[src/hw/rtl/eafp_pkg.sv]
`default_nettype none
package eafp_pkg;

  typedef enum logic [3:0] {
    PH_SYNC1   = 4'd0,
    PH_SYNC2   = 4'd1,
    PH_TYPE    = 4'd2,
    PH_LENHI   = 4'd3,
    PH_LENLO   = 4'd4,
    PH_HEAD    = 4'd5,
    PH_CLASSHI = 4'd6,
    PH_CLASSLO = 4'd7,
    PH_KINDHI  = 4'd8,
    PH_KINDLO  = 4'd9,
    PH_ID      = 4'd10,
    PH_DATA    = 4'd11,
    PH_CODE    = 4'd12,
    PH_DROP    = 4'd13
  } phase_t;

  typedef enum logic [2:0] {
    K_ID     = 3'd0,
    K_DATA   = 3'd1,
    K_EVENT  = 3'd2,
    K_ACK    = 3'd3,
    K_REJECT = 3'd4,
    K_TRUNC  = 3'd5
  } kind_t;

  localparam logic RegEventCode = 1'b0;
  localparam logic RegReplyCode = 1'b1;

  localparam logic [7:0]  EventCodeRst = 8'd1;
  localparam logic [7:0]  ReplyCodeRst = 8'd2;
  localparam logic [7:0]  SyncFirst    = 8'h55;
  localparam logic [7:0]  SyncSecond   = 8'haa;
  localparam logic [15:0] HdrLen       = 16'd21;
  localparam logic [15:0] ReplyLen     = 16'd1;
  localparam int          IdBytes      = 16;

  typedef struct packed {
    logic [7:0] rx_byte;
    logic       segment_end;
    logic       expect_reply;
  } in_t;

  typedef struct packed {
    kind_t       kind;
    logic [7:0]  byte_value;
    logic [8:0]  byte_index;
    logic [7:0]  frame_code;
    logic [7:0]  head_byte;
    logic [15:0] event_class;
    logic [15:0] event_kind;
    logic [9:0]  data_count;
    logic [7:0]  reply_code;
    logic        last_of_run;
  } out_t;

  // Up to two results produced by one byte.
  typedef struct packed {
    logic [1:0] count;
    out_t       first;
    out_t       second;
  } res_pair_t;

endpackage
`default_nettype wire

[src/hw/rtl/event_and_ack_frame_parser_top.sv]
// An accepted input beat is registered in the pend stage, and its results are then written to the result queue.
// Throughput: one byte per clock while the queue has room; a byte that ends a frame with two results
// (last id or data byte plus done, or a result plus truncation) takes two output beats.
// Results drain through a 4-entry queue; input stalls when fewer than two slots are free.
// Reset (rst, synchronous, active high) returns the parser to sync search, empties
// the queue and loads the frame type registers with 1 (event) and 2 (reply).
`default_nettype none
module event_and_ack_frame_parser_top #(
  parameter int MAX_DATA = 512
) (
  input  wire logic           clk,
  input  wire logic           rst,
  input  wire logic           in_valid,
  output logic                in_ready,
  input  wire eafp_pkg::in_t  in_data,
  output logic                out_valid,
  input  wire logic           out_ready,
  output eafp_pkg::out_t      out_data,
  input  wire logic           cfg_write,
  input  wire logic           cfg_index,
  input  wire logic [7:0]     cfg_data
);

  localparam int Depth = 4;
  localparam int PtrW  = $clog2(Depth);

  logic [7:0] event_code;
  logic [7:0] reply_code_cfg;

  logic            pend_valid;
  eafp_pkg::in_t   pend;
  logic            pend_go;

  eafp_pkg::res_pair_t res;

  eafp_pkg::out_t  mem [Depth];
  logic [PtrW-1:0] wr_ptr;
  logic [PtrW-1:0] rd_ptr;
  logic [PtrW:0]   fill;
  logic [PtrW:0]   fill_next;
  logic [1:0]      push_n;
  logic            pop;

  always_ff @(posedge clk) begin
    if (rst) begin
      event_code     <= eafp_pkg::EventCodeRst;
      reply_code_cfg <= eafp_pkg::ReplyCodeRst;
    end else if (cfg_write) begin
      case (cfg_index)
        eafp_pkg::RegEventCode: event_code     <= cfg_data;
        eafp_pkg::RegReplyCode: reply_code_cfg <= cfg_data;
        default: begin
        end
      endcase
    end
  end

  // Process the held beat only when the queue can take two results.
  assign pend_go  = pend_valid && (fill <= (PtrW+1)'(Depth - 2));
  assign in_ready = !pend_valid || pend_go;

  always_ff @(posedge clk) begin
    if (rst) begin
      pend_valid <= 1'b0;
    end else if (in_ready) begin
      pend_valid <= in_valid;
    end
  end

  always_ff @(posedge clk) begin
    if (in_valid && in_ready) begin
      pend <= in_data;
    end
  end

  eafp_parser #(
    .MAX_DATA(MAX_DATA)
  ) u_parser (
    .clk            (clk),
    .rst            (rst),
    .fire           (pend_go),
    .item           (pend),
    .event_code     (event_code),
    .reply_code_cfg (reply_code_cfg),
    .res            (res)
  );

  assign push_n    = pend_go ? res.count : 2'd0;
  assign out_valid = (fill != '0);
  assign pop       = out_valid && out_ready;
  assign out_data  = mem[rd_ptr];
  assign fill_next = fill + (PtrW+1)'(push_n) - (PtrW+1)'(pop);

  always_ff @(posedge clk) begin
    if (push_n != 2'd0) begin
      mem[wr_ptr] <= res.first;
    end
    if (push_n == 2'd2) begin
      mem[wr_ptr + PtrW'(1)] <= res.second;
    end
  end

  always_ff @(posedge clk) begin
    if (rst) begin
      wr_ptr <= '0;
      rd_ptr <= '0;
      fill   <= '0;
    end else begin
      wr_ptr <= wr_ptr + PtrW'(push_n);
      if (pop) begin
        rd_ptr <= rd_ptr + PtrW'(1);
      end
      fill <= fill_next;
    end
  end

endmodule
`default_nettype wire

[src/hw/rtl/eafp_parser.sv]
`default_nettype none
module eafp_parser #(
  parameter int MAX_DATA = 512
) (
  input  wire logic              clk,
  input  wire logic              rst,
  input  wire logic              fire,
  input  wire eafp_pkg::in_t     item,
  input  wire logic [7:0]        event_code,
  input  wire logic [7:0]        reply_code_cfg,
  output eafp_pkg::res_pair_t    res
);

  localparam int CntRaw = $clog2(MAX_DATA + 1);
  localparam int CntW   = (CntRaw > 5) ? CntRaw : 5;
  localparam logic [15:0] MaxLen = 16'(MAX_DATA + 21);

  eafp_pkg::phase_t phase, phase_next;
  logic [CntW-1:0]  cnt, cnt_next;
  logic [15:0]      len, len_next;
  logic             mode, mode_next;
  logic [7:0]       hold, hold_next;
  logic [7:0]       head, head_next;
  logic [15:0]      cls, cls_next;
  logic [15:0]      knd, knd_next;
  logic [7:0]       code, code_next;
  logic [7:0]       ftype, ftype_next;

  logic             finished;
  logic [1:0]       n;
  eafp_pkg::kind_t  k0, k1;
  logic [7:0]       v0, v1;
  logic [8:0]       i0, i1;
  logic [15:0]      len_in;
  logic [15:0]      data_len;
  logic [16:0]      cnt_plus;
  logic [7:0]       rb;

  function automatic eafp_pkg::out_t mk_res(
    input eafp_pkg::kind_t k, input logic [7:0] v, input logic [8:0] idx,
    input logic [7:0] ft, input logic [7:0] hd, input logic [15:0] cl,
    input logic [15:0] kn, input logic [15:0] ln, input logic [7:0] cd,
    input logic last);
    eafp_pkg::out_t r;
    r = '0;
    r.kind        = k;
    r.byte_value  = v;
    r.byte_index  = idx;
    r.frame_code  = ft;
    r.last_of_run = last;
    if (k == eafp_pkg::K_EVENT) begin
      r.head_byte   = hd;
      r.event_class = cl;
      r.event_kind  = kn;
      r.data_count  = 10'(ln - eafp_pkg::HdrLen);
    end
    if (k == eafp_pkg::K_ACK) begin
      r.reply_code = cd;
    end
    return r;
  endfunction

  assign rb       = item.rx_byte;
  assign len_in   = {hold, rb};
  assign data_len = len - eafp_pkg::HdrLen;
  assign cnt_plus = 17'(cnt) + 17'd1;

  always_comb begin
    phase_next = phase;
    cnt_next   = cnt;
    len_next   = len;
    mode_next  = mode;
    hold_next  = hold;
    head_next  = head;
    cls_next   = cls;
    knd_next   = knd;
    code_next  = code;
    ftype_next = ftype;
    finished   = 1'b0;
    n          = 2'd0;
    k0 = eafp_pkg::K_ID;
    k1 = eafp_pkg::K_ID;
    v0 = '0;
    v1 = '0;
    i0 = '0;
    i1 = '0;
    case (phase)
      eafp_pkg::PH_SYNC1: begin
        mode_next  = item.expect_reply;
        ftype_next = '0;
        hold_next  = rb;
        phase_next = eafp_pkg::PH_SYNC2;
      end
      eafp_pkg::PH_SYNC2: begin
        if (hold == eafp_pkg::SyncFirst && rb == eafp_pkg::SyncSecond) begin
          phase_next = eafp_pkg::PH_TYPE;
        end else begin
          k0 = eafp_pkg::K_REJECT;
          n = 2'd1;
          finished = 1'b1;
        end
      end
      eafp_pkg::PH_TYPE: begin
        ftype_next = rb;
        if (mode && rb != reply_code_cfg) begin
          k0 = eafp_pkg::K_REJECT;
          n = 2'd1;
          finished = 1'b1;
        end else begin
          phase_next = eafp_pkg::PH_LENHI;
        end
      end
      eafp_pkg::PH_LENHI: begin
        hold_next  = rb;
        phase_next = eafp_pkg::PH_LENLO;
      end
      eafp_pkg::PH_LENLO: begin
        len_next = len_in;
        if (mode) begin
          if (len_in != eafp_pkg::ReplyLen) begin
            k0 = eafp_pkg::K_REJECT;
            n = 2'd1;
            finished = 1'b1;
          end else begin
            phase_next = eafp_pkg::PH_CODE;
          end
        end else if (ftype != event_code || len_in < eafp_pkg::HdrLen ||
                     len_in > MaxLen) begin
          k0 = eafp_pkg::K_REJECT;
          n = 2'd1;
          finished = 1'b1;
        end else begin
          phase_next = eafp_pkg::PH_HEAD;
        end
      end
      eafp_pkg::PH_HEAD: begin
        head_next  = rb;
        phase_next = eafp_pkg::PH_CLASSHI;
      end
      eafp_pkg::PH_CLASSHI: begin
        hold_next  = rb;
        phase_next = eafp_pkg::PH_CLASSLO;
      end
      eafp_pkg::PH_CLASSLO: begin
        cls_next   = len_in;
        phase_next = eafp_pkg::PH_KINDHI;
      end
      eafp_pkg::PH_KINDHI: begin
        hold_next  = rb;
        phase_next = eafp_pkg::PH_KINDLO;
      end
      eafp_pkg::PH_KINDLO: begin
        knd_next   = len_in;
        cnt_next   = '0;
        phase_next = eafp_pkg::PH_ID;
      end
      eafp_pkg::PH_ID: begin
        k0 = eafp_pkg::K_ID;
        v0 = rb;
        i0 = 9'(cnt);
        n  = 2'd1;
        if (cnt == CntW'(eafp_pkg::IdBytes - 1)) begin
          cnt_next = '0;
          if (len == eafp_pkg::HdrLen) begin
            k1 = eafp_pkg::K_EVENT;
            n  = 2'd2;
            finished = 1'b1;
          end else begin
            phase_next = eafp_pkg::PH_DATA;
          end
        end else begin
          cnt_next = cnt + CntW'(1);
        end
      end
      eafp_pkg::PH_DATA: begin
        k0 = eafp_pkg::K_DATA;
        v0 = rb;
        i0 = 9'(cnt);
        n  = 2'd1;
        cnt_next = CntW'(cnt_plus);
        if (cnt_plus >= 17'(data_len)) begin
          k1 = eafp_pkg::K_EVENT;
          n  = 2'd2;
          finished = 1'b1;
        end
      end
      eafp_pkg::PH_CODE: begin
        code_next = rb;
        k0 = eafp_pkg::K_ACK;
        n  = 2'd1;
        finished = 1'b1;
      end
      default: begin
      end
    endcase

    if (finished) begin
      phase_next = eafp_pkg::PH_DROP;
    end
    // A segment closing mid-frame appends a truncation result.
    if (item.segment_end) begin
      if (phase_next != eafp_pkg::PH_DROP) begin
        if (n == 2'd0) begin
          k0 = eafp_pkg::K_TRUNC;
          n  = 2'd1;
        end else begin
          k1 = eafp_pkg::K_TRUNC;
          n  = 2'd2;
        end
      end
      phase_next = eafp_pkg::PH_SYNC1;
    end
  end

  always_comb begin
    res.count  = n;
    res.first  = mk_res(k0, v0, i0, ftype_next, head_next, cls_next, knd_next,
                        len_next, code_next, n == 2'd1);
    res.second = mk_res(k1, v1, i1, ftype_next, head_next, cls_next, knd_next,
                        len_next, code_next, 1'b1);
  end

  always_ff @(posedge clk) begin
    if (rst) begin
      phase <= eafp_pkg::PH_SYNC1;
      cnt   <= '0;
    end else if (fire) begin
      phase <= phase_next;
      cnt   <= cnt_next;
    end
  end

  always_ff @(posedge clk) begin
    if (fire) begin
      len   <= len_next;
      mode  <= mode_next;
      hold  <= hold_next;
      head  <= head_next;
      cls   <= cls_next;
      knd   <= knd_next;
      code  <= code_next;
      ftype <= ftype_next;
    end
  end

endmodule
`default_nettype wire

[config.mk]
export PLATFORM = sky130hd
export DESIGN_NAME = event_and_ack_frame_parser_top
export DESIGN_NICKNAME = d
export VERILOG_FILES = /design/src/hw/rtl/eafp_pkg.sv /design/src/hw/rtl/event_and_ack_frame_parser_top.sv /design/src/hw/rtl/eafp_parser.sv
export SDC_FILE = /design/constraint.sdc
export NUM_CORES = 1
export LEC_CHECK = 0
export BUFFER_PORTS_ARGS = -buffer_cell sky130_fd_sc_hd__buf_4
export CAP_MARGIN = 20
export CORE_ASPECT_RATIO = 0.9
export CORE_MARGIN = 5
export CORE_UTILIZATION = 30
export DETAILED_ROUTE_END_ITERATION = 16
export PLACE_DENSITY = 0.51
export RECOVER_POWER = 25
export SLEW_MARGIN = 20
export SYNTH_ARGS = -nofsm -noshare
export SYNTH_HDL_FRONTEND = slang
export SYNTH_HIERARCHICAL = 1
export SYNTH_SLANG_ARGS = --single-unit
[constraint.sdc]
create_clock -name clk -period 14.6 [get_ports clk]
set_input_delay 1.46 -clock clk [delete_from_list [all_inputs] [get_ports clk]]
set_output_delay 1.46 -clock clk [all_outputs]
set_load 0.01 [all_outputs]
==> summary.md <==
| Metric | Value |
|---|---|
| Final setup fails | `0` |
| Worst Setup Slack, final | `roughly 7000 ps` |
| Residual DRC | `0` |
| Resized Gates After CTS | `0` |
| Mux contribution to synthesized area | `0.276` |
| # hold bufs at CTS | `0` |
| Number of flops mapped to enable cells by yosys | `431` |
| Area grow syn2layout | `11.9%` |
| Global-route usage over all layers | `0.142` |
| Initial antenna violation count | `2` |
| Final min period | `between 7000 and 8000 ps` |
| PwrDens | `approximately 130 mW/mm^2` |
| Fin cells | `2827` |
| Via count | `around 14000` |
| Vias per cell | `4.87` |
| Unrepaired setup endpoints after global routing | `false` |
| Maximum VDD drop | `0.0780 mV` |
| Half-perimeter wire length after placement | `39600 microns` |
| Clk slew on worst S/H paths | `60 ps` |
| Cell Chain, Critical Path | `clkbuf_1 -> mux4_2 -> clkbuf_1` |
| Pre-CTS worst setup slack | `7030 ps` |
| Fin. Hold Viols | `0` |
| Most frequent cell on the critical path | `clkbuf_1` |
| CTS buffer count | `53` |
| Status | `finished with violations` |
| Pin count of the biggest net entering global routing | `60` |
| Worst-Margin Slew | `roughly 3400 ps` |
| Sequential-to-total area share from yosys stat | `0.553` |
| Post-synthesis area per instance | `15.3 sq um` |
| Post-Route Setup TNS | `0 ps` |
| Synth Cell Area | `0.0249 sq mm` |
| CP arrival | `6130 ps` |
| Largest area contributor in the netlist | `edfxtp_1` |
| Core box area | `slightly above 0.08 sq mm` |
| Diode count | `0` |
| Routed Antenna Nets | `0` |
| Final Max Tran Viols | `approximately 190` |
| Slew HR | `-1.25` |
| Post-synth top area share | `0.521` |
| Post-CTS Setup Repair Bufs | `0` |
| Netlist cell types | `68` |
| Fmax | `about 130 MHz` |
| Largest family of logic cells by synthesized area | `multiplexers` |
| Routed WL | `64200 microns` |
| Top_reg_cell synth | `edfxtp_1` |
| XOR/XNOR Fraction of Synth Area | `0.0166` |
| Synth top area cells | `edfxtp_1 (52%), mux2_2 (12%), mux4_2 (7.9%)` |
| Flops & latches, synth | `471` |
| CP max stage delay | `2480 ps` |
| Placed cells | `2728` |
| Critical path startpoint category | `register` |
| Clock buffer depth | `3` |
| Share of layout cells above drive strength 1 | `0.354` |
| DP Area | `0.0264 sq mm` |
| CTS tree | `done` |
| Violated checks | `max-capacitance violations, max-slew violations` |
| Die area | `0.0887 sq mm` |
| Critical Path RT | `13140 ps` |
| Asr flop ratio synth | `0` |
| Fraction of the mapped netlist area in simple logic gates | `0.0647` |
| Hold WC Path Type | `reg -> reg` |
| Final core occ | `0.337` |
| Leak pwr | `10.0 nW` |
| Max_cap viols | `5` |
| Filler instances | `7907` |
| Chip Width | `~310 microns` |
| Post-synthesis compound-gate area fraction | `0.0274` |
| DRT Pass-1 Iters | `5` |
| First-pass GRT wire length | `96100 microns` |
| Clock Sinks | `between 400 and 500` |
| Effective utilization at floorplan | `0.301` |
| CTS Root Buffer Type | `clkbuf_16` |
| Slowest cell on the critical path | `clkbuf_1` |
| GP Congestion | `0.813` |
| Htree depth | `2` |
| Critical Path Sink Type | `output pin` |
| Synth Area in Adders | `0.0104` |
| Worst skew pair latency | `590 ps` |
| Post-Layout Inst Area | `0.0278 sq mm` |
| DR iter-0 viols | `927` |
| Std-Cell Rows | `100` |
| Vias in the first global route | `between 10000 and 15000` |
| Die height | `283 microns` |
| Synth Instances | `1622` |
| Final worst clock skew | `about 19 ps` |
| I/O pin cnt | `between 100 and 150` |
| Post-route clock period utilization | `0.520` |
| Synth warn | `6` |
| Wire length per cell | `22.7 microns` |
| Total grt overflow | `0` |
| Nets | `1757` |
| Crit Path Max Fanout | `47` |
| Buffers on Ports | `between 100 and 150` |
| Crit path kind | `reg -> out` |
==> per-layer routing <==
layer	vias to the layer above	track usage	wire, microns
met5	-	0	0
met2	274	0.241	31500
met1	7136	0.192	28800
met4	0	0.0325	1170
li1	6284	-	-
met3	76	0.0221	2770
==> final timing paths <==
check	from	endpoint	slack [ps]	cells past startpoint
setup / recovery	register	out_data[13]	7010	3
hold / removal	pend[0]$_DFFE_PP_	u_parser/mode$_DFFE_PP_	430	0
setup reg to reg	u_parser/len[0]$_DFFE_PP_	mem[1][60]$_DFFE_PP_	7040	21
hold reg to reg	pend[0]$_DFFE_PP_	u_parser/mode$_DFFE_PP_	430	0
==> cell usage after synthesis, types with 22 or more instances <==
master	n
nand2_1	66
xor2_1	30
buf_2	34
buf_4	90
and2_1	50
inv_1	22
nand3_1	23
clkbuf_1	41
nor2_1	42
mux2_2	270
a21oi_1	35
mux4_2	87
dfxtp_1	40
and3_1	30
edfxtp_1	431
mux2_4	120
==> where the power goes <==
group	internal, mW	switching (mW)	leakage [nW]
clock	0.733	0.544	0.806
sequential	1.57	0.0696	4.28
combinational	0.357	0.416	4.92
==> flip-flops by register name (all words and copies together), names as in the netlist, 10 cells and up, named ones only <==
signal / flops
mem: 348
u_parser/cls: 16
u_parser/knd: 16
u_parser/len: 16
pend: 10
u_parser/cnt: 10
==> cell families (layout without fill, tap and decap cells) <==
| family | after synthesis | count (layout) |
|---|---|---|
| xor gates and xnor gates | 47 | 47 |
| adders and majority gates | 20 | 20 |
| other | 2 | 76 |
| DFF | 471 | 471 |
| buffers and inverters | 206 | 266 |
| and+or+nand+nor | 289 | 289 |
| muxes | 484 | 484 |
| AOI/OAI and AO/OA | 103 | 103 |
==> stage by stage <==
step	power (mW)	hold slack (ps)
after CTS	3.81	440
after global routing	3.87	448
after global placement	2.51	418
after detailed placement	2.51	424
after floorplan	2.17	400
final	3.69	433
==> layout make-up <==
class                      count  area [sq um]  share of cell area
clock inverter                35           238             0.00855
timing repair buffer         145           845              0.0304
inverter                      23          86.3             0.00310
tap                         1071          1340              0.0482
multi-input combinational   1019         10200               0.365
sequential                   471         13700               0.494
clock buffer                  63          1410              0.0505
==> critical path, delay by kind of cell, from the launching register on <==
kind | cells | cell delay (ps)
buffers and inverters | 2 | 2680
DFF | 1 | 2060
muxes | 1 | 740
==> cells in the final DEF, fill, tap and decap left out, types with 21 or more instances in the layout <==
cell type and instances:
nand2_1 66, nor2_1 42, mux2_1 25, dfxtp_1 39, nand3_1 23, buf_4 78
and3_1 30, clkbuf_1 72, conb_1 76, clkinv_1 21, and2_1 49, a21oi_1 34
xor2_1 30, clkbuf_16 54, mux4_2 87, mux2_4 120, mux2_2 245, inv_1 22
edfxtp_1 431
Note: power is estimated with default switching activity, not from simulation.
